### config.mk
export PLATFORM = sky130hd
export DESIGN_NAME = http_chunked_body_decoder_core_flat
export DESIGN_NICKNAME = d
export VERILOG_FILES = /design/src/hcbd_pkg.sv /design/src/hcbd_in_if.sv /design/src/hcbd_out_if.sv /design/src/http_chunked_body_decoder_core.sv /design/src/flat_wrapper.sv
export SDC_FILE = /design/constraint.sdc
export NUM_CORES = 1
export LEC_CHECK = 0
export BUFFER_PORTS_ARGS = -buffer_cell sky130_fd_sc_hd__buf_2
export CAP_MARGIN = 5
export CORE_ASPECT_RATIO = 1.1
export CORE_MARGIN = 10
export CORE_UTILIZATION = 40
export CTS_BUF_LIST = sky130_fd_sc_hd__clkbuf_8
export DETAILED_ROUTE_END_ITERATION = 12
export MAX_ROUTING_LAYER = met4
export PLACE_DENSITY = 0.62
export SLEW_MARGIN = 15
export SYNTH_ARGS = -nofsm -noshare
export SYNTH_HDL_FRONTEND = slang
export SYNTH_SLANG_ARGS = --single-unit
### constraint.sdc
create_clock -name clk -period 8.62 [get_ports clk]
set_input_delay 1.724 -clock clk [delete_from_list [all_inputs] [get_ports clk]]
set_output_delay 1.724 -clock clk [all_outputs]
set_load 0.1 [all_outputs]
### src/hcbd_pkg.sv
`timescale 1ns / 1ps
// ----------------------------------------------------------------------------
// hcbd_pkg
// Shared types, codes and constants of the chunked body decoder.
// ----------------------------------------------------------------------------
package hcbd_pkg;

  localparam int unsigned SIZE_WIDTH_DEF = 32;
  localparam int unsigned LINE_LIM_W     = 16;
  localparam int unsigned BODY_LIM_W     = 32;
  localparam int unsigned CFG_DATA_W     = 32;
  localparam int unsigned CFG_IDX_W      = 1;

  localparam logic [LINE_LIM_W-1:0] LINE_LIM_RST = 16'd1024;
  localparam logic [BODY_LIM_W-1:0] BODY_LIM_RST = 32'd33554432;

  // register indexes of the configuration port
  localparam logic [CFG_IDX_W-1:0] CFG_SIZE_LINE_LIMIT = 1'b0;
  localparam logic [CFG_IDX_W-1:0] CFG_BODY_LIMIT      = 1'b1;

  localparam logic [7:0] CH_LF   = 8'h0A;
  localparam logic [7:0] CH_CR   = 8'h0D;
  localparam logic [7:0] CH_SP   = 8'h20;
  localparam logic [7:0] CH_TAB  = 8'h09;
  localparam logic [7:0] CH_SEMI = 8'h3B;

  typedef enum logic [1:0] {
    EV_BYTE = 2'd0,
    EV_DONE = 2'd1,
    EV_ERR  = 2'd2
  } event_kind_t;

  typedef enum logic [2:0] {
    ERR_LINE_LONG = 3'd0,
    ERR_BAD_CHAR  = 3'd1,
    ERR_SIZE_OVF  = 3'd2,
    ERR_NO_CRLF   = 3'd3,
    ERR_BODY_BIG  = 3'd4,
    ERR_EARLY_END = 3'd5
  } error_code_t;

  typedef struct packed {
    event_kind_t kind;
    logic [7:0]  data;
    error_code_t code;
  } out_item_t;

  typedef struct packed {
    logic       ok;
    logic [3:0] val;
  } hex_t;

  function automatic hex_t hex_digit(input logic [7:0] b);
    hex_t h;
    logic [7:0] t;
    h = '{ok: 1'b0, val: 4'd0};
    t = 8'd0;
    if (b >= 8'h30 && b <= 8'h39) begin
      t = b - 8'h30;
      h = '{ok: 1'b1, val: t[3:0]};
    end else if (b >= 8'h61 && b <= 8'h66) begin
      t = b - 8'h57;
      h = '{ok: 1'b1, val: t[3:0]};
    end else if (b >= 8'h41 && b <= 8'h46) begin
      t = b - 8'h37;
      h = '{ok: 1'b1, val: t[3:0]};
    end
    return h;
  endfunction

endpackage

### src/hcbd_in_if.sv
`timescale 1ns / 1ps
// ----------------------------------------------------------------------------
// hcbd_in_if
// Raw stream channel: one body byte or a peer close per transfer.
// ----------------------------------------------------------------------------
interface hcbd_in_if;
  logic       valid;
  logic       ready;
  logic [7:0] data_byte;
  logic       stream_closed;

  modport source (output valid, output data_byte, output stream_closed, input ready);
  modport sink   (input valid, input data_byte, input stream_closed, output ready);
endinterface

### src/hcbd_out_if.sv
`timescale 1ns / 1ps
// ----------------------------------------------------------------------------
// hcbd_out_if
// Event channel: payload byte, body complete or error per transfer.
// ----------------------------------------------------------------------------
interface hcbd_out_if;
  logic                     valid;
  logic                     ready;
  hcbd_pkg::event_kind_t    event_kind;
  logic [7:0]               payload_byte;
  hcbd_pkg::error_code_t    error_code;

  modport source (output valid, output event_kind, output payload_byte, output error_code,
                  input ready);
  modport sink   (input valid, input event_kind, input payload_byte, input error_code,
                  output ready);
endinterface

### src/http_chunked_body_decoder_core.sv
`timescale 1ns / 1ps
// HTTP/1.1 chunked body decoder. Takes one byte per transfer and gives at most
// one event per byte: a payload byte, body complete, or an error (after which
// the decoder restarts; limits are kept). Every byte is resolved in the cycle
// it is taken, directly from the parser registers, and its event lands in an
// output register backed by a one-entry skid stage, so the decoder sustains
// one byte per clock; in_ch.ready drops only while the skid stage is full,
// i.e. after the event sink has stalled on a held event as a new result came
// in. There is no memory and no clearing pass after reset. Write the limits
// only while the decoder is idle.
// ----------------------------------------------------------------------------
// http_chunked_body_decoder_core
// Size line parser, chunk payload pass-through, trailer skip and error report.
// ----------------------------------------------------------------------------
module http_chunked_body_decoder_core #(
  parameter int unsigned SIZE_WIDTH = hcbd_pkg::SIZE_WIDTH_DEF
) (
  input  logic                             clk,
  input  logic                             rst_n,
  hcbd_in_if.sink                          in_ch,
  hcbd_out_if.source                       out_ch,
  input  logic                             cfg_wr_en,
  input  logic [hcbd_pkg::CFG_IDX_W-1:0]   cfg_index,
  input  logic [hcbd_pkg::CFG_DATA_W-1:0]  cfg_wdata
);

  typedef enum logic [2:0] {
    PH_SIZE    = 3'd0,
    PH_DATA    = 3'd1,
    PH_CRLF    = 3'd2,
    PH_CRLF_CR = 3'd3,
    PH_TRL     = 3'd4,
    PH_TRL_CR  = 3'd5
  } phase_t;

  phase_t                              phase_r, phase_nxt;
  logic [SIZE_WIDTH-1:0]               size_accum_r, size_accum_nxt;
  logic [SIZE_WIDTH-1:0]               chunk_left_r, chunk_left_nxt;
  logic [hcbd_pkg::LINE_LIM_W-1:0]     line_len_r, line_len_nxt;
  logic [hcbd_pkg::BODY_LIM_W-1:0]     body_total_r, body_total_nxt;
  logic                                digit_r, digit_nxt;
  logic                                blank_r, blank_nxt;
  logic                                ext_r, ext_nxt;
  logic                                line_nonempty_r, line_nonempty_nxt;

  logic [hcbd_pkg::LINE_LIM_W-1:0]     line_lim_r;
  logic [hcbd_pkg::BODY_LIM_W-1:0]     body_lim_r;

  logic                                out_v_r, skid_v_r;
  hcbd_pkg::out_item_t                 out_item_r, skid_item_r;

  logic                                accept, take;
  logic                                res_v, clear;
  hcbd_pkg::out_item_t                 res;
  hcbd_pkg::hex_t                      hx;
  logic [7:0]                          b;

  assign in_ch.ready = !skid_v_r;
  assign accept      = in_ch.valid && in_ch.ready;
  assign take        = out_v_r && out_ch.ready;
  assign b           = in_ch.data_byte;
  assign hx          = hcbd_pkg::hex_digit(b);

  assign out_ch.valid        = out_v_r;
  assign out_ch.event_kind   = out_item_r.kind;
  assign out_ch.payload_byte = out_item_r.data;
  assign out_ch.error_code   = out_item_r.code;

  always_comb begin
    phase_nxt         = phase_r;
    size_accum_nxt    = size_accum_r;
    chunk_left_nxt    = chunk_left_r;
    line_len_nxt      = line_len_r;
    body_total_nxt    = body_total_r;
    digit_nxt         = digit_r;
    blank_nxt         = blank_r;
    ext_nxt           = ext_r;
    line_nonempty_nxt = line_nonempty_r;
    res_v             = 1'b0;
    clear             = 1'b0;
    res               = '{kind: hcbd_pkg::EV_BYTE, data: 8'd0, code: hcbd_pkg::ERR_LINE_LONG};

    if (in_ch.stream_closed) begin
      // close at idle is silent; anywhere else the body is cut short
      if (!(phase_r == PH_SIZE && line_len_r == '0 && body_total_r == '0)) begin
        res_v    = 1'b1;
        clear    = 1'b1;
        res.kind = hcbd_pkg::EV_ERR;
        res.code = hcbd_pkg::ERR_EARLY_END;
      end
    end else begin
      case (phase_r)
        PH_SIZE: begin
          if (b == hcbd_pkg::CH_LF) begin
            size_accum_nxt = '0;
            line_len_nxt   = '0;
            digit_nxt      = 1'b0;
            blank_nxt      = 1'b0;
            ext_nxt        = 1'b0;
            if (size_accum_r == '0) begin
              phase_nxt         = PH_TRL;
              line_nonempty_nxt = 1'b0;
            end else begin
              chunk_left_nxt = size_accum_r;
              phase_nxt      = PH_DATA;
            end
          end else if (line_len_r >= line_lim_r) begin
            res_v    = 1'b1;
            clear    = 1'b1;
            res.kind = hcbd_pkg::EV_ERR;
            res.code = hcbd_pkg::ERR_LINE_LONG;
          end else begin
            line_len_nxt = line_len_r + 1'b1;
            if (ext_r) begin
              // skip extension text
            end else if (b == hcbd_pkg::CH_SEMI) begin
              ext_nxt = 1'b1;
            end else if (b inside {hcbd_pkg::CH_SP, hcbd_pkg::CH_TAB, hcbd_pkg::CH_CR}) begin
              if (digit_r) blank_nxt = 1'b1;
            end else if (!hx.ok || blank_r) begin
              res_v    = 1'b1;
              clear    = 1'b1;
              res.kind = hcbd_pkg::EV_ERR;
              res.code = hcbd_pkg::ERR_BAD_CHAR;
            end else if (size_accum_r[SIZE_WIDTH-1 -: 4] != 4'd0) begin
              res_v    = 1'b1;
              clear    = 1'b1;
              res.kind = hcbd_pkg::EV_ERR;
              res.code = hcbd_pkg::ERR_SIZE_OVF;
            end else begin
              size_accum_nxt = {size_accum_r[SIZE_WIDTH-5:0], hx.val};
              digit_nxt      = 1'b1;
            end
          end
        end
        PH_DATA: begin
          if (body_total_r >= body_lim_r) begin
            res_v    = 1'b1;
            clear    = 1'b1;
            res.kind = hcbd_pkg::EV_ERR;
            res.code = hcbd_pkg::ERR_BODY_BIG;
          end else begin
            body_total_nxt = body_total_r + 1'b1;
            chunk_left_nxt = chunk_left_r - 1'b1;
            if (chunk_left_r == SIZE_WIDTH'(1)) phase_nxt = PH_CRLF;
            res_v    = 1'b1;
            res.kind = hcbd_pkg::EV_BYTE;
            res.data = b;
          end
        end
        PH_CRLF: begin
          if (b == hcbd_pkg::CH_LF) begin
            phase_nxt = PH_SIZE;
          end else if (b == hcbd_pkg::CH_CR) begin
            phase_nxt = PH_CRLF_CR;
          end else begin
            res_v    = 1'b1;
            clear    = 1'b1;
            res.kind = hcbd_pkg::EV_ERR;
            res.code = hcbd_pkg::ERR_NO_CRLF;
          end
        end
        PH_CRLF_CR: begin
          if (b == hcbd_pkg::CH_LF) begin
            phase_nxt = PH_SIZE;
          end else begin
            res_v    = 1'b1;
            clear    = 1'b1;
            res.kind = hcbd_pkg::EV_ERR;
            res.code = hcbd_pkg::ERR_NO_CRLF;
          end
        end
        PH_TRL: begin
          if (b == hcbd_pkg::CH_LF) begin
            if (!line_nonempty_r) begin
              res_v    = 1'b1;
              clear    = 1'b1;
              res.kind = hcbd_pkg::EV_DONE;
            end else begin
              line_nonempty_nxt = 1'b0;
            end
          end else if (b == hcbd_pkg::CH_CR && !line_nonempty_r) begin
            phase_nxt = PH_TRL_CR;
          end else begin
            line_nonempty_nxt = 1'b1;
          end
        end
        PH_TRL_CR: begin
          if (b == hcbd_pkg::CH_LF) begin
            res_v    = 1'b1;
            clear    = 1'b1;
            res.kind = hcbd_pkg::EV_DONE;
          end else begin
            line_nonempty_nxt = 1'b1;
            phase_nxt         = PH_TRL;
          end
        end
        default: begin
          clear = 1'b1;
        end
      endcase
    end

    // drop back to the restart state after completion or error
    if (clear) begin
      phase_nxt         = PH_SIZE;
      size_accum_nxt    = '0;
      chunk_left_nxt    = '0;
      line_len_nxt      = '0;
      body_total_nxt    = '0;
      digit_nxt         = 1'b0;
      blank_nxt         = 1'b0;
      ext_nxt           = 1'b0;
      line_nonempty_nxt = 1'b0;
    end
  end

  always_ff @(posedge clk) begin
    if (!rst_n) begin
      phase_r         <= PH_SIZE;
      size_accum_r    <= '0;
      chunk_left_r    <= '0;
      line_len_r      <= '0;
      body_total_r    <= '0;
      digit_r         <= 1'b0;
      blank_r         <= 1'b0;
      ext_r           <= 1'b0;
      line_nonempty_r <= 1'b0;
      line_lim_r      <= hcbd_pkg::LINE_LIM_RST;
      body_lim_r      <= hcbd_pkg::BODY_LIM_RST;
      out_v_r         <= 1'b0;
      skid_v_r        <= 1'b0;
    end else begin
      if (accept) begin
        phase_r         <= phase_nxt;
        size_accum_r    <= size_accum_nxt;
        chunk_left_r    <= chunk_left_nxt;
        line_len_r      <= line_len_nxt;
        body_total_r    <= body_total_nxt;
        digit_r         <= digit_nxt;
        blank_r         <= blank_nxt;
        ext_r           <= ext_nxt;
        line_nonempty_r <= line_nonempty_nxt;
      end
      if (cfg_wr_en) begin
        case (cfg_index)
          hcbd_pkg::CFG_SIZE_LINE_LIMIT: line_lim_r <= cfg_wdata[hcbd_pkg::LINE_LIM_W-1:0];
          hcbd_pkg::CFG_BODY_LIMIT:      body_lim_r <= cfg_wdata[hcbd_pkg::BODY_LIM_W-1:0];
          default: ;
        endcase
      end
      if (take || !out_v_r) begin
        if (skid_v_r) begin
          out_v_r  <= 1'b1;
          skid_v_r <= 1'b0;
        end else begin
          out_v_r <= accept && res_v;
        end
      end else if (accept && res_v) begin
        skid_v_r <= 1'b1;
      end
    end

    // payload side: advance from skid, else take the fresh result
    if (take || !out_v_r) begin
      out_item_r <= skid_v_r ? skid_item_r : res;
    end else if (accept && res_v) begin
      skid_item_r <= res;
    end
  end

endmodule

### src/flat_wrapper.sv
// flat-port wrapper written by rule: the top's interface ports become plain ports
module http_chunked_body_decoder_core_flat 
#(
  parameter int unsigned SIZE_WIDTH = hcbd_pkg::SIZE_WIDTH_DEF
)
  (clk, rst_n, cfg_wr_en, cfg_index, cfg_wdata, in_ch_valid, in_ch_data_byte, in_ch_stream_closed, in_ch_ready, out_ch_valid, out_ch_event_kind, out_ch_payload_byte, out_ch_error_code, out_ch_ready);
  hcbd_in_if in_ch_i ();
  hcbd_out_if out_ch_i ();
  input  logic clk;
  input  logic rst_n;
  input  logic cfg_wr_en;
  input  logic [hcbd_pkg::CFG_IDX_W-1:0] cfg_index;
  input  logic [hcbd_pkg::CFG_DATA_W-1:0] cfg_wdata;
  input wire logic [$bits(in_ch_i.valid)-1:0] in_ch_valid;
  input wire logic [$bits(in_ch_i.data_byte)-1:0] in_ch_data_byte;
  input wire logic [$bits(in_ch_i.stream_closed)-1:0] in_ch_stream_closed;
  output wire logic [$bits(in_ch_i.ready)-1:0] in_ch_ready;
  output wire logic [$bits(out_ch_i.valid)-1:0] out_ch_valid;
  output wire logic [$bits(out_ch_i.event_kind)-1:0] out_ch_event_kind;
  output wire logic [$bits(out_ch_i.payload_byte)-1:0] out_ch_payload_byte;
  output wire logic [$bits(out_ch_i.error_code)-1:0] out_ch_error_code;
  input wire logic [$bits(out_ch_i.ready)-1:0] out_ch_ready;
  assign in_ch_i.valid = in_ch_valid;
  assign in_ch_i.data_byte = in_ch_data_byte;
  assign in_ch_i.stream_closed = in_ch_stream_closed;
  assign in_ch_ready = in_ch_i.ready;
  assign out_ch_valid = out_ch_i.valid;
  assign out_ch_event_kind = out_ch_i.event_kind;
  assign out_ch_payload_byte = out_ch_i.payload_byte;
  assign out_ch_error_code = out_ch_i.error_code;
  assign out_ch_i.ready = out_ch_ready;
  http_chunked_body_decoder_core #(.SIZE_WIDTH(SIZE_WIDTH)) u_core (.clk(clk), .rst_n(rst_n), .in_ch(in_ch_i), .out_ch(out_ch_i), .cfg_wr_en(cfg_wr_en), .cfg_index(cfg_index), .cfg_wdata(cfg_wdata));
endmodule
==> flow_metrics.env, run 1 <==
export IMPL_port_buffer_count=61
export IMPL_clockPowerShare=0.301
export IMPL_syn_avg_cell_area_um2=8.45
export IMPL_cts_buffers=17
export IMPL_maxcap_viol_count=0
export IMPL_yosys_top_cells_count="sky130_fd_sc_hd__nand2_1, sky130_fd_sc_hd__dfxtp_1, sky130_fd_sc_hd__a21oi_1, sky130_fd_sc_hd__nor2_1, sky130_fd_sc_hd__inv_1"
export IMPL_die_height_um=190
export IMPL_peakVddDrop_uv=106
export IMPL_switching_share=0.359
export IMPL_timing_worst_slew_pin_value_ns=1.18
export IMPL_antenna_diode_count=0
export IMPL_postSynthCellCount=1241
export IMPL_route_antenna_remaining_nets=0
export IMPL_worst_skew_pair_late_latency_ns=0.50
export IMPL_initial_drc_count=963
export IMPL_clkSinkCount=195
export IMPL_seq_area_um2=4160
export IMPL_drt_vias_per_instance=5.66
export IMPL_cts_htree_levels=4
export IMPL_ratio_of_final_minimum_period_to_clock_period=0.551
export IMPL_path_cells="buf_2 -> inv_1 -> ha_1 -> nor2b_1 -> o21bai_1 -> a31oi_2 -> or2_4 -> a211o_1 -> o21ai_4 -> buf_4 -> and4b_1 -> a22o_1"
export IMPL_setup_violations_final=0
export IMPL_die_width_um=174
export IMPL_postSynth_asyncResetShare=0
export IMPL_drc=0
export IMPL_num_vias=9236
export IMPL_cts_hold_repair_buffers=0
export IMPL_maxClockFrequency_ghz=0.210
export IMPL_final_core_util=0.441
export IMPL_timing_critical_path_slowest_stage_cell="sky130_fd_sc_hd__and4b_1"
export IMPL_wire_length_of_the_first_global_routing_pass_um=46400
export IMPL_cts_max_path_buffers=2
export IMPL_ios=62
export IMPL_hold_violations=0
export IMPL_power_frac_seq=0.470
export IMPL_clock_skew_ns=0.0254
export IMPL_grt_antenna_before_repair=0
export IMPL_grt_pass1_vias=8833
export IMPL_clk_pin_slew_worst_paths_ns=0.11
export IMPL_timing_critical_path_arrival_ns=5.18
export IMPL_cts_setup_buffers=0
export IMPL_place_detailed_hpwl_um=19900
export IMPL_synth_enable_flop_cells=26
export IMPL_setup_repair_after_global_routing_missed_its_margin="no"
export IMPL_gp_congestion=0.901
export IMPL_ys_warnings_count=0
export IMPL_initial_utilization=0.404
export IMPL_timing_final_crit_period_ns=4.75
export IMPL_post_route_cells_drive_above_1_share=0.113
export IMPL_tritoncts="built"
export IMPL_timing_rr_start="u_core.body_total_r[27]"
export IMPL_drt_total_wl_um=28200
export IMPL_synthFlopType="sky130_fd_sc_hd__dfxtp_1"
export IMPL_drt_pass1_iterations=7
export IMPL_fin_total_pwr_uw=2080
export IMPL_p_comb_frac=0.229
export IMPL_fin_nets=1371
export IMPL_fp_dieArea_um2=33100
export IMPL_crit_path_end_kind="flip-flop"
export IMPL_fin_setup_tns_ns=0
export IMPL_globalRouteOverflowTotal=0
export IMPL_p_switching_uw=745
export IMPL_num_fill_cells=2622
export IMPL_footprint_of_the_multi_input_gates_um2=5780
export IMPL_avgRoutedWirePerCell_um=17.3
export IMPL_critical_path_peak_fanout=33
export IMPL_placementRows=62
export IMPL_areaGrowthSynthToFinish_pct=9.16
export IMPL_power_leakage_uw=0.00425
export IMPL_ys_types=86
export IMPL_grt_usage=0.175
export IMPL_run_status="complete, no violations"
export IMPL_yosys_register_bits=195
export IMPL_proportion_of_synthesized_chip_area_in_sequential_cells=0.397
export IMPL_holdCritStartpoint="u_core.body_lim_r[31]"
export IMPL_ys_top_cells_by_area="sky130_fd_sc_hd__dfxtp_1, sky130_fd_sc_hd__edfxtp_1, sky130_fd_sc_hd__ha_1"
export IMPL_timing_worst_setup_path_type="in2reg"
export IMPL_max_stage_delay_ns=1.06
export IMPL_worst_setup_start_kind="primary input"
export IMPL_drv_slew=0
export IMPL_pin_count_of_the_biggest_net_entering_global_routing=63
export IMPL_relSlewSlack=0.215
export IMPL_design_core_area_um2=26000
export IMPL_synth_cell_area_um2=10500
export IMPL_power_per_cell_area_nw_per_um2=182
export IMPL_worstSetupStartpoint="in_ch_data_byte[0]"
export IMPL_synthMostInstantiatedCell="sky130_fd_sc_hd__nand2_1"
export IMPL_intPower_uw=1330
export IMPL_cts_root_buffer_cell="sky130_fd_sc_hd__clkbuf_8"
export IMPL_hold_wc_path_type="reg2reg"
export IMPL_synth_top_area_frac=0.323
export IMPL_required_time_worst_endpoint_ns=9.05
export IMPL_synth_net_count=1346
export IMPL_netlist_top_cell_by_area="sky130_fd_sc_hd__dfxtp_1"
export IMPL_cts_repair_resized=0
## cell families after synthesis
kind of cell | share of synthesized area
XOR/XNOR | 0.0301
AO/OA/AOI/OAI | 0.200
buffers and inverters | 0.0540
AND/OR/NAND/NOR | 0.233
flip-flops | 0.397
adder cells (fa/ha/maj) | 0.0692
multiplexers | 0.0166
## sequential cells by signal, summed over array words and instances (netlist names)
name / cells
u_core.body_lim_r: 32
u_core.body_total_r: 32
u_core.chunk_left_r: 32
u_core.size_accum_r: 32
u_core.line_len_r: 16
u_core.line_lim_r: 16
u_core.skid_item_r: 13
u_core.out_ch.payload_byte: 8
u_core.out_ch.error_code: 3
u_core.phase_r: 3
u_core.out_ch.event_kind: 2
u_core.blank_r: 1
u_core.digit_r: 1
u_core.ext_r: 1
u_core.line_nonempty_r: 1
u_core.out_ch.valid: 1
u_core.skid_v_r: 1
## cells in the final DEF (no fill, tap or decap), types with 17 or more instances in the layout
cell type and count:
sky130_fd_sc_hd__clkbuf_8 17, sky130_fd_sc_hd__nor3_1 49, sky130_fd_sc_hd__nand4_1 26, sky130_fd_sc_hd__nand2_1 172, sky130_fd_sc_hd__a22o_1 36, sky130_fd_sc_hd__nor4_1 31, sky130_fd_sc_hd__o21ai_0 32, sky130_fd_sc_hd__edfxtp_1 26
sky130_fd_sc_hd__ha_1 58, sky130_fd_sc_hd__xnor2_1 32, sky130_fd_sc_hd__inv_1 68, sky130_fd_sc_hd__nor2_1 89, sky130_fd_sc_hd__dfxtp_1 169, sky130_fd_sc_hd__a21oi_1 119, sky130_fd_sc_hd__nand3_1 43, sky130_fd_sc_hd__buf_2 61
## layout make-up
class | instances | share of cell area
clock buffers | 17 | 0.0204
clock inverters | 15 | 0.0160
inverters | 69 | 0.0226
multi-input cells | 911 | 0.505
flip-flops and latches | 195 | 0.364
well taps | 352 | 0.0385
repair buffers | 72 | 0.0339
## layer usage
layer,vias to the layer above,GRT usage,part of all wire
li1,4568,-,-
met1,4371,0.234,0.47
met2,273,0.271,0.45
met3,24,0.0299,0.058
met4,0,0.0438,0.013
met5,-,-,0
## power by group through the flow
stage | Clock [µW] | Sequential [µW] | Combinational (µW)
6_report | 625 | 977 | 477
5_1_grt | 674 | 983 | 521
4_1_cts | 639 | 977 | 473
3_5_place_dp | 0 | 998 | 471
3_3_place_gp | 0 | 998 | 467
2_1_floorplan | 0 | 1060 | 296
## through the flow
step	hold WS [ns]	cells	instance area (µm²)	setup slack, ns
floorplan	0.427	1241	10500	2.67
global placement	0.443	1599	11000	3.45
detailed placement	0.447	1599	11000	3.37
CTS	0.463	1631	11400	3.87
global route	0.484	1631	11400	3.63
finish	0.460	1631	11400	3.87
## critical path: cells and delay by family
kind | cells | cell delay (ns)
AO/OA/AOI/OAI | 5 | 1.07
adder cells (fa/ha/maj) | 1 | 0.16
buffers and inverters | 3 | 0.62
AND/OR/NAND/NOR | 3 | 1.60
## final timing paths
check	slack, ns	to	cells after the start
setup / recovery	3.87	u_core.size_accum_r[31]	12
setup reg to reg	4.17	u_core.size_accum_r[31]	9
hold / removal	0.46	u_core.body_lim_r[31]	2
hold reg to reg	0.46	u_core.body_lim_r[31]	2
No activity file was read; power rests on OpenSTA's default activity.
==> run 2: changes to the inputs <==
--- a/config.mk
+++ b/config.mk
@@ -13,7 +13,7 @@
 export CTS_BUF_LIST = sky130_fd_sc_hd__clkbuf_8
 export DETAILED_ROUTE_END_ITERATION = 12
 export MAX_ROUTING_LAYER = met4
-export PLACE_DENSITY = 0.62
+export PLACE_DENSITY = 0.64
 export SLEW_MARGIN = 15
 export SYNTH_ARGS = -nofsm -noshare
 export SYNTH_HDL_FRONTEND = slang
==> constraint.sdc (replaced) <==
create_clock -name clk -period 4.2 [get_ports clk]
set_input_delay 0.84 -clock clk [delete_from_list [all_inputs] [get_ports clk]]
set_output_delay 0.84 -clock clk [all_outputs]
set_load 0.1 [all_outputs]
==> flow_metrics.env, run 2 (synthesis gave the netlist of run 1 again) <==
export IMPL_run_status="complete, no violations"
export IMPL_drt_vias_per_instance=5.61
export IMPL_grt_pass1_vias=8850
export IMPL_wire_length_of_the_first_global_routing_pass_um=45900
export IMPL_worst_setup_start_kind="flip-flop"
export IMPL_pin_count_of_the_biggest_net_entering_global_routing=63
export IMPL_cts_hold_repair_buffers=0
export IMPL_endpoint_of_the_worst_setup_timing_path="u_core.line_len_r[4]"
export IMPL_ratio_of_final_minimum_period_to_clock_period=0.838
export IMPL_critical_path_peak_fanout=12
export IMPL_required_time_worst_endpoint_ns=4.58
export IMPL_cts_max_path_buffers=2
export IMPL_switching_share=0.357
export IMPL_cts_setup_buffers=0
export IMPL_drt_total_wl_um=27900
export IMPL_grt_use_met2=0.268
export IMPL_timing_worst_setup_path_type="reg2reg"
export IMPL_post_route_cells_drive_above_1_share=0.121
export IMPL_worstSetupStartpoint="u_core.body_total_r[27]"
export IMPL_setup_violations_final=0
export IMPL_fp_dieArea_um2=33100
export IMPL_grt_usage=0.172
export IMPL_areaGrowthSynthToFinish_pct=10.1
export IMPL_clockPowerShare=0.299
export IMPL_hold_wc_path_type="reg2reg"
export IMPL_initial_drc_count=628
export IMPL_drt_pass1_iterations=5
export IMPL_route_antenna_remaining_nets=0
export IMPL_avgRoutedWirePerCell_um=17.0
export IMPL_fin_nets=1383
export IMPL_timing_rr_start="u_core.body_total_r[27]"
export IMPL_maxcap_viol_count=0
export IMPL_globalRouteOverflowTotal=0
export IMPL_place_detailed_hpwl_um=20100
export IMPL_power_per_cell_area_nw_per_um2=371
export IMPL_power_frac_seq=0.467
export IMPL_initial_utilization=0.404
export IMPL_peakVddDrop_uv=225
export IMPL_timing_worst_slew_pin_value_ns=1.13
export IMPL_timing_final_crit_period_ns=3.52
export IMPL_grt_met3_usage=0.0309
export IMPL_tritoncts="built"
export IMPL_gr_max_usage_layer="met2"
export IMPL_clock_skew_ns=0.0250
export IMPL_layout_cells_most_common_list="sky130_fd_sc_hd__nand2_1, sky130_fd_sc_hd__dfxtp_1, sky130_fd_sc_hd__a21oi_1, sky130_fd_sc_hd__nor2_1, sky130_fd_sc_hd__inv_1"
export IMPL_relSlewSlack=0.243
export IMPL_port_buffer_count=61
export IMPL_grt_antenna_before_repair=0
export IMPL_final_core_util=0.444
export IMPL_clk_pin_slew_worst_paths_ns=0.11
export IMPL_cts_htree_levels=4
export IMPL_antenna_diode_count=0
export IMPL_fin_setup_tns_ns=0
export IMPL_num_vias=9210
export IMPL_crit_path_end_kind="flip-flop"
export IMPL_cts_root_buffer_cell="sky130_fd_sc_hd__clkbuf_8"
export IMPL_final_common_cell="sky130_fd_sc_hd__nand2_1"
export IMPL_gp_congestion=0.855
export IMPL_power_leakage_uw=0.00430
export IMPL_placementRows=62
export IMPL_design_core_area_um2=26000
export IMPL_cts_buffers=17
export IMPL_intPower_uw=2760
export IMPL_reg2reg_slack_ns=0.68
export IMPL_die_width_um=174
export IMPL_worst_skew_pair_late_latency_ns=0.49
export IMPL_die_height_um=190
export IMPL_p_switching_uw=1530
export IMPL_setup_repair_after_global_routing_missed_its_margin="no"
export IMPL_p_comb_frac=0.233
export IMPL_drv_slew=0
export IMPL_drc=0
export IMPL_clkSinkCount=195
export IMPL_ios=62
export IMPL_hold_violations=0
export IMPL_number_of_cells_on_the_worst_reg_to_reg_path=11
export IMPL_timing_critical_path_arrival_ns=3.90
export IMPL_maxClockFrequency_ghz=0.284
export IMPL_grt_util_met1=0.226
export IMPL_cts_repair_resized=0
export IMPL_crit_reg2reg_capture="u_core.line_len_r[4]"
[run 2: worst min-delay path by stage]
stage | startpoint | end | slack (ns) | cells after the start
finish | u_core.body_lim_r[19] | u_core.body_lim_r[19] | 0.46 | 2
global route | u_core.body_lim_r[20] | u_core.body_lim_r[20] | 0.49 | 2
CTS | u_core.body_lim_r[31] | u_core.body_lim_r[31] | 0.46 | 2
detailed placement | u_core.body_lim_r[15] | u_core.body_lim_r[15] | 0.45 | 2
global placement | u_core.chunk_left_r[27] | u_core.chunk_left_r[27] | 0.44 | 2
floorplan | u_core.digit_r | u_core.digit_r | 0.43 | 1
[run 2: metrics by stage]
step	cells	area [µm²]	setup WS [ns]	hold WS [ns]	total power, µW
2_1_floorplan	1241	10500	0.372	0.427	2790
3_3_place_gp	1611	11100	0.635	0.442	3020
3_5_place_dp	1611	11100	0.576	0.447	3040
4_1_cts	1643	11500	0.776	0.463	4320
5_1_grt	1643	11500	0.431	0.485	4490
6_report	1643	11500	0.678	0.459	4280
[run 2: cell type report]
class / instances / area [µm²]
flip-flops and latches: 195 / 4160
fillers: 2592 / 14400
clock buffers: 17 / 234
well taps: 352 / 440
repair buffers: 84 / 490
multi-input cells: 911 / 5770
inverters: 69 / 259
clock inverters: 15 / 184
[run 2: power by group through the flow]
| stage | registers [µW] | logic, µW | clock network [µW] |
|---|---|---|---|
| 6_report | 2000 | 999 | 1280 |
| 5_1_grt | 2010 | 1100 | 1380 |
| 4_1_cts | 2000 | 995 | 1320 |
| 2_1_floorplan | 2180 | 610 | 0 |
| 3_3_place_gp | 2040 | 980 | 0 |
| 3_5_place_dp | 2050 | 991 | 0 |
[run 2: metal layers]
metal  vias to the layer above  routed length (µm)
li1                       4582                   -
met2                       238               12700
met1                      4361               13500
met5                         -                   0
met3                        29                1340
met4                         0                 391
[run 2: worst max-delay path, stage by stage (launching register included)]
cell and delay, ns:
sky130_fd_sc_hd__dfxtp_1 0.40, sky130_fd_sc_hd__ha_1 0.34, sky130_fd_sc_hd__nand4_1 0.17, sky130_fd_sc_hd__nor4_1 0.54
sky130_fd_sc_hd__nand2_1 0.15, sky130_fd_sc_hd__a31oi_1 0.18, sky130_fd_sc_hd__buf_4 0.17, sky130_fd_sc_hd__a31o_2 0.32
sky130_fd_sc_hd__o21ai_2 0.24, sky130_fd_sc_hd__a22oi_1 0.45, sky130_fd_sc_hd__buf_4 0.27, sky130_fd_sc_hd__o21ba_2 0.18
==> run 3: changes to the inputs <==
==> constraint.sdc (replaced) <==
create_clock -name clk -period 3.1 [get_ports clk]
set_input_delay 0.62 -clock clk [delete_from_list [all_inputs] [get_ports clk]]
set_output_delay 0.62 -clock clk [all_outputs]
set_load 0.1 [all_outputs]
==> flow_metrics.env, run 3 (synthesis gave the netlist of run 1 again) <==
export IMPL_avgRoutedWirePerCell_um=16.9
export IMPL_switching_share=0.329
export IMPL_drt_total_wl_um=29100
export IMPL_num_vias=9591
export IMPL_grt_antenna_before_repair=0
export IMPL_drt_vias_per_instance=5.58
export IMPL_required_time_worst_endpoint_ns=3.29
export IMPL_timing_worst_setup_path_type="reg2reg"
export IMPL_power_leakage_uw=0.00474
export IMPL_placedInstanceArea_um2=11800
export IMPL_relSlewSlack=0.594
export IMPL_gp_congestion=0.894
export IMPL_cts_buffers=17
export IMPL_power_frac_seq=0.444
export IMPL_intPower_uw=4100
export IMPL_grt_pass1_vias=9203
export IMPL_cts_max_path_buffers=2
export IMPL_worst_setup_start_kind="flip-flop"
export IMPL_number_of_cells_on_the_worst_reg_to_reg_path=11
export IMPL_design_core_area_um2=26000
export IMPL_run_status="complete, no violations"
export IMPL_seq_area_um2=4170
export IMPL_cts_htree_levels=4
export IMPL_ios=62
export IMPL_place_detailed_hpwl_um=21200
export IMPL_hold_wc_path_type="in2reg"
export IMPL_ratio_of_final_minimum_period_to_clock_period=0.947
export IMPL_setup_repair_after_global_routing_missed_its_margin="yes"
export IMPL_clock_skew_ns=0.0211
export IMPL_drc=0
export IMPL_fp_dieArea_um2=33100
export IMPL_layout_cell_area_non_filler_um2=12300
export IMPL_placementRows=62
export IMPL_port_buffer_count=61
export IMPL_min_delay_path_depth=3
export IMPL_critical_path_peak_fanout=7
export IMPL_final_common_cell="sky130_fd_sc_hd__nand2_1"
export IMPL_initial_utilization=0.404
export IMPL_fin_setup_tns_ns=0
export IMPL_tritoncts="built"
export IMPL_clockPowerShare=0.300
export IMPL_die_height_um=190
export IMPL_p_switching_uw=2010
export IMPL_grt_usage=0.177
export IMPL_clkSinkCount=195
export IMPL_worst_skew_pair_late_latency_ns=0.48
export IMPL_post_route_cells_drive_above_1_share=0.178
export IMPL_maxcap_viol_count=0
export IMPL_timing_final_crit_period_ns=2.94
export IMPL_fin_nets=1459
export IMPL_areaGrowthSynthToFinish_pct=17.6
export IMPL_setup_violations_final=0
export IMPL_pin_count_of_the_biggest_net_entering_global_routing=49
export IMPL_maxClockFrequency_ghz=0.340
export IMPL_wire_length_of_the_first_global_routing_pass_um=47200
export IMPL_timing_worst_slew_pin_value_ns=0.609
export IMPL_drv_slew=0
export IMPL_peakVddDrop_uv=351
export IMPL_antenna_diode_count=0
export IMPL_timing_critical_path_arrival_ns=3.13
export IMPL_route_antenna_remaining_nets=0
export IMPL_layout_cells_most_common_list="sky130_fd_sc_hd__nand2_1, sky130_fd_sc_hd__dfxtp_1, sky130_fd_sc_hd__a21oi_1, sky130_fd_sc_hd__buf_4, sky130_fd_sc_hd__nor2_1"
export IMPL_num_fill_cells=2535
export IMPL_p_comb_frac=0.256
export IMPL_clk_pin_slew_worst_paths_ns=0.10
export IMPL_globalRouteOverflowTotal=0
export IMPL_initial_drc_count=633
export IMPL_cts_root_buffer_cell="sky130_fd_sc_hd__clkbuf_8"
export IMPL_crit_path_end_kind="flip-flop"
export IMPL_hold_violations=0
export IMPL_die_width_um=174
export IMPL_drt_pass1_iterations=5
export IMPL_footprint_of_the_multi_input_gates_um2=5880
export IMPL_power_per_cell_area_nw_per_um2=496
==> run 3: changes by cell type in the layout (fill, tap and decap cells not counted), moves of 3 or more <==
cell,change
sky130_fd_sc_hd__bufinv_16,+3
sky130_fd_sc_hd__dfxtp_2,+4
sky130_fd_sc_hd__buf_4,+69
sky130_fd_sc_hd__clkinv_2,+4
sky130_fd_sc_hd__clkinv_8,-3
sky130_fd_sc_hd__inv_8,-4
sky130_fd_sc_hd__buf_12,+6
sky130_fd_sc_hd__dfxtp_1,-4
==> run 3: critical path, cell delays in order, from the launching register on <==
cell	delay [ns]
sky130_fd_sc_hd__dfxtp_1	0.35
sky130_fd_sc_hd__inv_1	0.05
sky130_fd_sc_hd__ha_1	0.32
sky130_fd_sc_hd__nand4_1	0.16
sky130_fd_sc_hd__a2111oi_2	0.44
sky130_fd_sc_hd__o41ai_4	0.21
sky130_fd_sc_hd__buf_4	0.19
sky130_fd_sc_hd__o211ai_2	0.10
sky130_fd_sc_hd__and2_4	0.20
sky130_fd_sc_hd__o31ai_4	0.07
sky130_fd_sc_hd__a2111oi_4	0.34
sky130_fd_sc_hd__buf_4	0.22
==> run 3: repair_timing <==
| item | 4_1_cts | 5_1_grt |
|---|---|---|
| hold buffers | 0 | 0 |
| buffers inserted | 0 | 5 |
| endpoints found under the setup margin | 11 | 109 |
| pin swaps | 0 | 10 |
| resized for setup | 2 | 11 |
==> run 3: worst paths after layout <==
| check | start | end | slack, ns |
|---|---|---|---|
| worst max register to register | u_core.line_lim_r[11] | u_core.skid_item_r[4] | 0.16 |
| worst min-delay path | cfg_wdata[19] | u_core.body_lim_r[19] | 0.37 |
| worst max-delay path | u_core.line_lim_r[11] | u_core.skid_item_r[4] | 0.16 |
| worst min register to register | u_core.line_lim_r[15] | u_core.line_lim_r[15] | 0.46 |
==> run 3: power by group through the flow <==
| stage | Sequential [µW] | Clock (µW) | Combinational, µW |
|---|---|---|---|
| floorplan | 2950 | 0 | 841 |
| global placement | 2770 | 0 | 1510 |
| detailed placement | 2770 | 0 | 1520 |
| CTS | 2710 | 1880 | 1530 |
| global route | 2730 | 1980 | 1700 |
| finish | 2710 | 1830 | 1570 |
==> run 3: cell type report <==
cell class | instances | area share
Timing Repair Buffer | 160 | 0.0924
Multi-Input combinational cell | 911 | 0.477
Inverter | 69 | 0.0216
Sequential cell | 195 | 0.338
Clock buffer | 18 | 0.0201
Clock inverter | 14 | 0.0152
Tap cell | 352 | 0.0357
==> run 3: through the flow <==
| stage | util | setup WS, ns | cells | hold slack, ns | total power (µW) |
|---|---|---|---|---|---|
| finish | 0.475 | 0.163 | 1719 | 0.368 | 6120 |
| global route | 0.475 | -0.0239 | 1719 | 0.353 | 6410 |
| CTS | 0.471 | 0.00438 | 1714 | 0.337 | 6120 |
| detailed placement | 0.454 | -0.154 | 1682 | 0.448 | 4290 |
| floorplan | - | 0.00261 | 1241 | 0.427 | 3790 |
| global placement | 0.454 | -0.145 | 1682 | 0.443 | 4270 |
==> run 3: routing by layer <==
metal  up-vias  share of wire  GRT usage
li1       4746              -          -
met1      4575           0.49      0.231
met2       236           0.46      0.276
met3        34          0.039     0.0280
met4         0          0.014     0.0550
met5         -              0          -
